==> config.mk <==
export PLATFORM = sky130hd
export DESIGN_NAME = tvg_div
export DESIGN_NICKNAME = d
export VERILOG_FILES = /design/src/rtl/tvg_pkg.sv /design/src/rtl/tvg_div.sv
export SDC_FILE = /design/constraint.sdc
export NUM_CORES = 1
export LEC_CHECK = 0
export BUFFER_PORTS_ARGS = -buffer_cell sky130_fd_sc_hd__buf_2
export CAP_MARGIN = 5
export CORE_MARGIN = 2
export CORE_UTILIZATION = 30
export DETAILED_ROUTE_END_ITERATION = 8
export MAX_ROUTING_LAYER = met4
export PLACE_DENSITY_LB_ADDON = 0.3
export SYNTH_ARGS = -nofsm -noshare
export SYNTH_HDL_FRONTEND = slang
export SYNTH_SLANG_ARGS = --single-unit
==> constraint.sdc <==
create_clock -name clk -period 12.4 [get_ports clk]
set_clock_uncertainty 0.1 [all_clocks]
set_input_delay 1.24 -clock clk [delete_from_list [all_inputs] [get_ports clk]]
set_output_delay 1.24 -clock clk [all_outputs]
set_load 0.005 [all_outputs]
==> src/rtl/tvg_pkg.sv <==
// ----------------------------------------------------------------------------
// tvg_pkg
// Types, constants and rounding helpers shared by the torus vertex pipeline.
// ----------------------------------------------------------------------------
package tvg_pkg;

  localparam int MAX_SEGMENTS = 256;
  localparam int IDX_W        = 9;
  localparam int CFG_IDX_W    = 4;
  localparam int CFG_DATA_W   = 16;

  // Register map of the configuration port
  typedef enum logic [CFG_IDX_W-1:0] {
    CFG_RATIO    = 4'd0,
    CFG_SEGMENTS = 4'd1,
    CFG_TEX_SX   = 4'd2,
    CFG_TEX_SY   = 4'd3
  } cfg_reg_t;

  localparam logic [15:0] RATIO_RST    = 16'd768;
  localparam logic [15:0] RATIO_ONE    = 16'd256;
  localparam logic [8:0]  SEGMENTS_RST = 9'd32;
  localparam logic [15:0] TEX_SX_RST   = 16'd256;
  localparam logic [15:0] TEX_SY_RST   = 16'd256;

  // Q30 constants
  localparam logic [30:0] PI_HALF_Q30 = 31'd1686629713;
  localparam logic [31:0] ONE_Q30     = 32'd1073741824;
  // 2^38 split as remainder seed and low dividend word for the reciprocal
  localparam logic [15:0] RECIP_SEED  = 16'd64;

  // Long division: quotient bits and bits resolved per stage
  localparam int DIV_QW     = 32;
  localparam int DIV_STEP   = 4;
  localparam int DIV_STAGES = DIV_QW / DIV_STEP;

  // Sine/cosine: Taylor terms, three stages each, plus angle, square, fold
  localparam int SC_TERMS = 10;
  localparam int SC_W     = 34;
  localparam int SC_LAT   = 2 + 3 * SC_TERMS + 1;

  localparam int PREP_LAT = 1;
  localparam int SH_LAT   = 4;
  localparam int TEX_LAT  = 1;
  localparam int LAT      = PREP_LAT + DIV_STAGES + SC_LAT + SH_LAT;

  typedef struct packed {
    logic [IDX_W-1:0] tube_index;
    logic [IDX_W-1:0] sweep_index;
  } in_item_t;

  typedef struct packed {
    logic signed [15:0] pos_x;
    logic signed [15:0] pos_y;
    logic signed [15:0] pos_z;
    logic signed [15:0] normal_x;
    logic signed [15:0] normal_y;
    logic signed [15:0] normal_z;
    logic signed [15:0] tangent_x;
    logic signed [15:0] tangent_y;
    logic signed [15:0] tangent_z;
  } geo_t;

  typedef struct packed {
    logic signed [15:0] tex_u;
    logic signed [15:0] tex_v;
  } tex_t;

  typedef struct packed {
    logic signed [15:0] pos_x;
    logic signed [15:0] pos_y;
    logic signed [15:0] pos_z;
    logic signed [15:0] normal_x;
    logic signed [15:0] normal_y;
    logic signed [15:0] normal_z;
    logic signed [15:0] tangent_x;
    logic signed [15:0] tangent_y;
    logic signed [15:0] tangent_z;
    logic signed [15:0] tex_u;
    logic signed [15:0] tex_v;
    logic               bad_ratio;
  } out_item_t;

  // Shift right with round to nearest, ties away from zero
  function automatic logic signed [69:0] rnd_shift(input logic signed [69:0] v,
                                                   input int unsigned sh);
    logic [69:0] m;
    m = v[69] ? 70'(-v) : 70'(v);
    m = (m + (70'd1 << (sh - 1))) >> sh;
    return v[69] ? -signed'(m) : signed'(m);
  endfunction

  function automatic logic signed [15:0] sat16(input logic signed [69:0] v);
    logic signed [15:0] r;
    if (v > 70'sd32767) begin
      r = 16'sh7fff;
    end else if (v < -70'sd32768) begin
      r = 16'sh8000;
    end else begin
      r = v[15:0];
    end
    return r;
  endfunction

endpackage

==> src/rtl/tvg_div.sv <==
// ----------------------------------------------------------------------------
// tvg_div
// Pipelined restoring divider, DIV_STEP quotient bits per stage.
// ----------------------------------------------------------------------------
module tvg_div
  import tvg_pkg::*;
#(
  parameter int DW = 9
) (
  input  logic              clk,
  input  logic              en,
  input  logic [DW-1:0]     rem0,
  input  logic [DIV_QW-1:0] num_lo,
  input  logic [DW-1:0]     den,
  output logic [DIV_QW-1:0] quo
);

  logic [DW-1:0]     rem_r   [DIV_STAGES];
  logic [DW-1:0]     rem_nxt [DIV_STAGES];
  logic [DIV_QW-1:0] lo_r    [DIV_STAGES];
  logic [DIV_QW-1:0] lo_nxt  [DIV_STAGES];
  logic [DIV_QW-1:0] q_r     [DIV_STAGES];
  logic [DIV_QW-1:0] q_nxt   [DIV_STAGES];

  always_comb begin
    logic [DW-1:0]     rem;
    logic [DIV_QW-1:0] lo;
    logic [DIV_QW-1:0] q;
    logic [DW:0]       t;
    for (int s = 0; s < DIV_STAGES; s++) begin
      if (s == 0) begin
        rem = rem0;
        lo  = num_lo;
        q   = '0;
      end else begin
        rem = rem_r[s-1];
        lo  = lo_r[s-1];
        q   = q_r[s-1];
      end
      for (int b = 0; b < DIV_STEP; b++) begin
        t  = {rem, lo[DIV_QW-1]};
        lo = {lo[DIV_QW-2:0], 1'b0};
        if (t >= {1'b0, den}) begin
          rem = DW'(t - {1'b0, den});
          q   = {q[DIV_QW-2:0], 1'b1};
        end else begin
          rem = t[DW-1:0];
          q   = {q[DIV_QW-2:0], 1'b0};
        end
      end
      rem_nxt[s] = rem;
      lo_nxt[s]  = lo;
      q_nxt[s]   = q;
    end
  end

  always_ff @(posedge clk) begin
    if (en) begin
      rem_r <= rem_nxt;
      lo_r  <= lo_nxt;
      q_r   <= q_nxt;
    end
  end

  assign quo = q_r[DIV_STAGES-1];

endmodule

==> results of run 1 <==
## through the flow
step / hold slack [ps] / instances
final: 311.1 / 3417
after global routing: 322.0 / 3417
after CTS: 311.3 / 3417
after detailed placement: 304.5 / 3343
after global placement: 300.3 / 3343
after floorplan: 300.3 / 2197
## cell families after synthesis
kind of cell / synth area share, %
simple gates: 9.897
fa+ha+maj: 17.66
buf+inv: 2.642
xor+xnor: 6.737
mux: 8.526
flops: 40.05
compound gates: 14.49
## per-layer routing
metal  up-vias  track usage [%]  wire length, µm
met3       117            2.027             2201
li1       8512                -                -
met2       328            24.23            27830
met5         -                -                0
met4         0            5.209             1990
met1      8231            18.56            27050
## layout by cell type, fill, tap and decap left out, drive strengths merged, types with 45 or more instances in the layout
cell type  Yosys  routed
a21o          59      59
a21oi        178     178
buf            5     121
clkbuf        20      50
edfxtp       319     319
ha           288     288
inv          139     146
mux2         154     154
nand2         90      90
nand4         50      50
nor2         152     152
nor2b         45      45
o21ai        143     143
xnor2        110     110
xor2          74      74
## sequential cells by signal, summed over array words and instances (netlist names)
name,count
lo_nxt,84
quo,32
q_r,112
rem_r,63
lo_r,28
## area by class of cell
cell class	count	area, µm²	share of cell area [%]
Timing Repair Buffer	121	710.7	2.621
Clock inverter	24	196.4	0.7246
Sequential cell	319	9579	35.33
Tap cell	1050	1314	4.846
Inverter	139	521.8	1.924
Multi-Input combinational cell	1714	13710	50.56
Clock buffer	50	1081	3.987
## worst max-delay path by stage
stage                     startpoint   endpoint  slack (ps)  cells past startpoint
after floorplan               den[1]  rem_r[19]        2050                     36
after global placement        den[0]  rem_r[35]        1060                     35
after detailed placement      den[0]  rem_r[34]        1020                     35
after CTS                     den[1]  rem_r[12]        1570                     33
after global routing          den[1]  rem_r[12]         590                     33
final                         den[0]  rem_r[35]        1580                     35
## worst max-delay path, delay by kind of cell
kind / cells / cell delay (ps)
multiplexers: 2 / 810
buffers and inverters: 4 / 1090
adder cells (fa/ha/maj): 5 / 2000
AND/OR/NAND/NOR: 6 / 760
AO/OA/AOI/OAI: 18 / 5090
## cell usage after synthesis (all sizes together), types with 4 or more instances
cell	number
a2111oi	4
a211o	4
a211oi	17
a21boi	16
a21o	59
a21oi	178
a31o	4
a31oi	14
and2	5
and3	10
and4	4
buf	5
clkbuf	20
edfxtp	319
fa	31
ha	288
inv	139
mux2	154
mux2i	28
nand2	90
nand2b	36
nand3	22
nand4	50
nor2	152
nor2b	45
nor3	33
nor4	4
o2111ai	5
o211a	4
o211ai	5
o21a	29
o21ai	143
o21bai	24
o31a	7
o31ai	8
o41ai	4
or2	11
or3	16
xnor2	110
xor2	74
==> results.yml, run 1 <==
placed_design:
  hpwl_um: 44160
  port-buffer-count: 83
  dpl_worst_slack_ps: 1016
  gp_congestion: 0.8757
  placed_cell_area_um2: 25830
clock_tree:
  clock_sinks: 319
  post_cts_buffers: 0
  clock_path_buffers: 3
  cts_root_buf: "clkbuf_16"
  cts_hold_buffers: 0
  ctsResizeCount: 0
  cts_buffers: 40
  clk_latency_ps: 570
  clk_pin_slew_ps: 60
  htree_levels: 2
  cts_tree: "yes"
yosys:
  synth_cell_types: 72
  synth-edff-count: 319
  yosysTopAreaCell: "edfxtp_1"
  ys_warn_count: 0
  synth_top_area_share_pct: 40.05
  syn_inst: 2197
  syn-cell-area_um2: 23920
  ys_seq_area_share_pct: 40.05
  synthFlopType: "edfxtp_1"
  synth-async-reset-ratio_pct: 0
  synth_area_leaders: "edfxtp_1 40%, ha_1 15%, mux2_2 7.2%"
  synth-seq-cells: 319
  synth_nets: 2568
  avgSynthCellArea_um2: 10.89
critical_path:
  reg2reg_to: "rem_r[12]"
  crit_path_start_kind: "input port"
  crit_path_end_kind: "flop"
  crit_path_max_incr_delay_ps: 820
  rrSetupSlack_ps: 2490
  path_class: "in -> reg"
  cp.arrival_ps: 11020
  r2r-start: "lo_r[95]"
  reg2reg_depth: 33
  required_ps: 12610
  cp_max_fo: 19
  cp_slowest_cell: "a2111oi_4"
grt:
  grt_usage_pct: 14.74
  antenna_found_initial: 0
  grt-ovfl-total: 0
  grt_max_degree: 100
  grt_pass1_vias: 17530
  grt_pass1_wl_um: 93830
sta:
  layout_setup_ws_ps: 1585
  relSlewSlack_pct: 22.78
  clock.fmax_mhz: 92.46
  hold_violations: 0
  fin_tns_setup_ps: 0
  setup_violations: 0
  slew_violations: 0
  max_slew.worst_pin.slew_ps: 1157
  rsz0062_at_grt: "false"
  fin_crit_ps: 10820
  fin_crit_sh_pct: 87.22
drt:
  wl_per_cell_um: 17.29
  drt-vias-per-instance: 5.030
  routed_wl_um: 59070
  drt_iter0_markers: 970
  first_pass_iters: 5
  drc: 0
  vias: 17190
  drtAntennaViolNets: 0
run:
  maxCapViolCount: 0
run_status:
  status: "completed"
final_layout:
  post-route-util_pct: 34.32
  fillers: 7831
  area_delta_synth_final_pct: 13.34
  antennaDiodeCount: 0
  drive_above_1_share_pct: 15.50
  design_area_um2: 27110
  nets: 2706
die:
  dieArea_um2: 82000
  pin_count: 84
  die_w_um: 286.4
  die_h_um: 286.4
  std_cell_rows: 103
  core_area_um2: 79000
  start_util_pct: 30.28
worst_hold_path:
  min_path_cells: 0
  whs_endpoint: "lo_nxt[149]"
  hp-class: "reg -> reg"
  min_from: "lo_nxt[177]"
Power of run 1 is left out: the tool's default activity adds up to more than one toggle a clock period on the data nets, which glitch-free logic cannot reach.
==> run 2: changes to the inputs <==
==> constraint.sdc (replaced) <==
create_clock -name clk -period 12.4 [get_ports clk]
set_clock_uncertainty 0.1 [all_clocks]
set_input_delay 0.62 -clock clk [delete_from_list [all_inputs] [get_ports clk]]
set_output_delay 0.62 -clock clk [all_outputs]
set_load 0.005 [all_outputs]
==> results.yml, run 2 (synthesized netlist as in run 1, its figures left out) <==
critical_path:
  reg2reg_to: "rem_r[15]"
  crit_path_max_incr_delay_ps: 680
  required_ps: 12600
  cp_slowest_cell: "nor2_1"
  cp_max_fo: 21
  rrSetupSlack_ps: 2080
  path_common_cell: "o21ai_0"
  r2r-start: "lo_r[95]"
  reg2reg_depth: 34
  crit_path_start_kind: "input port"
  crit_path_end_kind: "flop"
  cp.arrival_ps: 10900
  path_class: "in -> reg"
drt:
  met1_length_um: 27490
  drc: 0
  wl_met3_um: 1915
  drtAntennaViolNets: 0
  wl_met2_um: 27560
  routed_wl_um: 58330
  top_layer: "met4"
  drt-vias-per-instance: 5.041
  wl_per_cell_um: 17.14
  drt_iter0_markers: 1114
  first_pass_iters: 5
  vias: 17150
clock_tree:
  cts_hold_buffers: 0
  post_cts_buffers: 0
  cts_root_buf: "clkbuf_16"
  clk_latency_ps: 570
  ctsResizeCount: 0
  cts_buffers: 41
  clk_pin_slew_ps: 60
  clock_path_buffers: 3
  cts_tree: "yes"
  htree_levels: 2
  clock_sinks: 319
sta:
  clock.fmax_mhz: 93.42
  max_slew.worst_pin.slew_ps: 1230
  fin_crit_ps: 10700
  relSlewSlack_pct: 17.93
  fin_crit_sh_pct: 86.32
  setup_violations: 0
  rsz0062_at_grt: "false"
  hold_violations: 0
  fin_tns_setup_ps: 0
  slew_violations: 0
grt:
  grt-ovfl-total: 0
  grt_pass1_vias: 17350
  grt_usage_pct: 14.63
  grt_pass1_wl_um: 93890
  antenna_found_initial: 0
  grt_max_degree: 160
placed_design:
  port-buffer-count: 83
  gp_congestion: 0.8762
  hpwl_um: 42250
die:
  start_util_pct: 30.28
  pin_count: 84
  dieArea_um2: 82000
  core_area_um2: 79000
  die_w_um: 286.4
  die_h_um: 286.4
  std_cell_rows: 103
run_status:
  status: "completed"
final_layout:
  drive_above_1_share_pct: 15.13
  mostFrequentLayoutCells: "319 x edfxtp_1, 288 x ha_1, 178 x a21oi_1"
  largest_reg_flops: 112
  mostFrequentLayoutCell: "edfxtp_1"
  fillers: 7832
  nets: 2695
  antennaDiodeCount: 0
  top_register: "q_r"
  area_delta_synth_final_pct: 13.57
worst_hold_path:
  whs_endpoint: "lo_nxt[209]"
  min_from: "num_lo[9]"
  hp-class: "in -> reg"
  min_path_cells: 1
run:
  maxCapViolCount: 0
==> run 2: cell types whose count changed in the layout (fill, tap and decap cells not counted) <==
| cell | before | now |
|---|---|---|
| clkinv_8 | 1 | 0 |
| clkinv_2 | 4 | 3 |
| bufinv_16 | 1 | 6 |
| inv_6 | 5 | 2 |
| clkinv_1 | 6 | 4 |
| buf_2 | 82 | 83 |
| clkbuf_1 | 8 | 7 |
| buf_4 | 38 | 22 |
| clkinv_4 | 3 | 0 |
| clkinvlp_4 | 2 | 6 |
| buf_12 | 0 | 3 |
| clkbuf_16 | 42 | 43 |
| inv_8 | 2 | 1 |
==> run 2: critical path, delay by kind of cell <==
kind | cells | cell delay [ps]
compound gates | 19 | 4590
fa+ha+maj | 4 | 1970
buf+inv | 2 | 900
mux | 2 | 760
simple gates | 6 | 1980
==> run 2: worst max path at each step <==
stage / start / end / slack (ps)
finish: den[1] / rem_r[15] / 1700
global route: den[1] / rem_r[15] / 850
CTS: den[1] / rem_r[15] / 1670
detailed placement: den[1] / rem_r[15] / 1090
global placement: den[1] / rem_r[12] / 1230
floorplan: den[1] / rem_r[19] / 2670
==> run 2: area by class of cell <==
class	instances	area [µm²]	area share (%)
tap	1050	1314	4.836
sequential	319	9579	35.26
clock buffer	50	1102	4.058
timing repair buffer	109	655.6	2.414
clock inverter	22	284.0	1.046
inverter	139	521.8	1.921
multi-input combinational	1714	13710	50.46
==> run 2: through the flow <==
| stage | util, % | instance area [µm²] | hold slack [ps] | instances | setup slack (ps) |
|---|---|---|---|---|---|
| after global placement | 32.62 | 25770 | 301.8 | 3330 | 1230 |
| after detailed placement | 32.62 | 25770 | 304.5 | 3330 | 1090 |
| final | 34.39 | 27160 | 124.0 | 3403 | 1696 |
| after floorplan | - | 23920 | 300.3 | 2197 | 2672 |
| after CTS | 34.38 | 27160 | 79.96 | 3402 | 1666 |
| after global routing | 34.39 | 27160 | 92.24 | 3403 | 847.0 |
==> run 2: per-layer routing <==
metal,GRT usage (%),up-vias
met3,2.003,86
met2,23.81,281
met4,4.005,0
li1,-,8487
met1,19.07,8300
met5,-,-
Power of run 2 is left out for the same reason.
==> run 3: changes to the inputs <==
- RECOVER_POWER: default -> 50
- SLEW_MARGIN: default -> 20
==> results.yml, run 3 (synthesized netlist as in run 1, its figures left out) <==
die:
  pin_count: 84
  start_util_pct: 30.28
  std_cell_rows: 103
  die_h_um: 286.4
  die_w_um: 286.4
  dieArea_um2: 82000
  core_area_um2: 79000
grt:
  grt_usage_pct: 14.60
  antenna_found_initial: 0
  grt_max_degree: 160
  grt_pass1_vias: 17300
  grt_pass1_wl_um: 93420
  grt-ovfl-total: 0
drt:
  drt-vias-per-instance: 5.033
  wl_per_cell_um: 17.06
  drc: 0
  first_pass_iters: 5
  vias: 17130
  drtAntennaViolNets: 0
  routed_wl_um: 58070
  drt_iter0_markers: 1066
final_layout:
  mostFrequentLayoutCells: "319 x edfxtp_1, 288 x ha_1, 178 x a21oi_1"
  post-route-util_pct: 34.42
  area_delta_synth_final_pct: 13.67
  fillers: 7820
  top_register: "q_r"
  drive_above_1_share_pct: 14.66
  antennaDiodeCount: 0
  largest_reg_flops: 112
  mostFrequentLayoutCell: "edfxtp_1"
  nets: 2694
clock_tree:
  clock_path_buffers: 3
  clock_sinks: 319
  cts_buffers: 41
  cts_tree: "yes"
  clk_pin_slew_ps: 60
  post_cts_buffers: 0
  htree_levels: 2
  cts_root_buf: "clkbuf_16"
  clk_latency_ps: 570
  ctsResizeCount: 0
  cts_hold_buffers: 0
critical_path:
  crit_path_start_kind: "input port"
  crit_path_max_incr_delay_ps: 690
  path_class: "in -> reg"
  cp.arrival_ps: 10620
  cp_max_fo: 21
  cp_slowest_cell: "nor2_1"
  crit_path_end_kind: "flop"
  required_ps: 12600
  path_common_cell: "o21ai_0"
worst_hold_path:
  hp-class: "in -> reg"
run_status:
  status: "finished with violations"
  violations: "max-capacitance violations, max-slew violations"
run:
  maxCapViolCount: 1
placed_design:
  port-buffer-count: 83
  hpwl_um: 42230
  gp_congestion: 0.8762
sta:
  hold_violations: 0
  slew_violations: 96
  clock.fmax_mhz: 95.99
  max_slew.worst_pin.slew_ps: 5274
  fin_crit_sh_pct: 84.01
  rsz0062_at_grt: "false"
  fin_tns_setup_ps: 0
  relSlewSlack_pct: -251.6
  setup_violations: 0
  fin_crit_ps: 10420
## run 3: cell count changes in the layout (fill, tap and decap cells not counted), sizes merged
cell      delta
inv          -2
bufinv       +1
buf         -12
clkinv       +3
clkinvlp     -3
clkbuf      +13
## run 3: routing by layer
| layer | vias to the layer above | wire (µm) | global-route usage (%) |
|---|---|---|---|
| met5 | - | 0 | - |
| met2 | 299 | 27160 | 23.31 |
| met3 | 100 | 2192 | 2.099 |
| met4 | 0 | 1570 | 4.673 |
| met1 | 8245 | 27150 | 19.08 |
| li1 | 8482 | - | - |
## run 3: worst paths after layout
kind | slack [ps] | cells past startpoint | to | start
worst max register to register | 2370 | 33 | rem_r[12] | lo_r[95]
worst min register to register | 310 | 0 | q_r[113] | q_r[141]
worst max-delay path | 1980 | 32 | rem_r[12] | den[1]
worst min-delay path | 120 | 1 | lo_r[254] | num_lo[26]
## run 3: area by class of cell
cell class	count	area [µm²]	share of cell area (%)
Sequential cell	319	9579	35.23
Inverter	139	521.8	1.919
Multi-Input combinational cell	1714	13730	50.49
Tap cell	1050	1314	4.832
Clock inverter	21	309.0	1.137
Clock buffer	52	1110	4.082
Timing Repair Buffer	108	626.9	2.306
## run 3: worst max-delay path: cells and delay by family
family | cells | cell delay (ps)
muxes | 3 | 1200
and+or+nand+nor | 5 | 1700
buffers and inverters | 2 | 910
adders and majority gates | 4 | 1810
AOI/OAI and AO/OA | 18 | 4330
## run 3: per-stage QoR
stage / hold slack, ps / instances / setup slack, ps / cell area (µm²)
final: 125.0 / 3403 / 1982 / 27190
after global routing: 96.26 / 3403 / 1128 / 27190
after CTS: 75.17 / 3403 / 1889 / 27200
after detailed placement: 304.5 / 3330 / 1320 / 25780
after global placement: 301.8 / 3330 / 1230 / 25770
after floorplan: 300.3 / 2197 / 2672 / 23920
Power of run 3 is left out for the same reason.
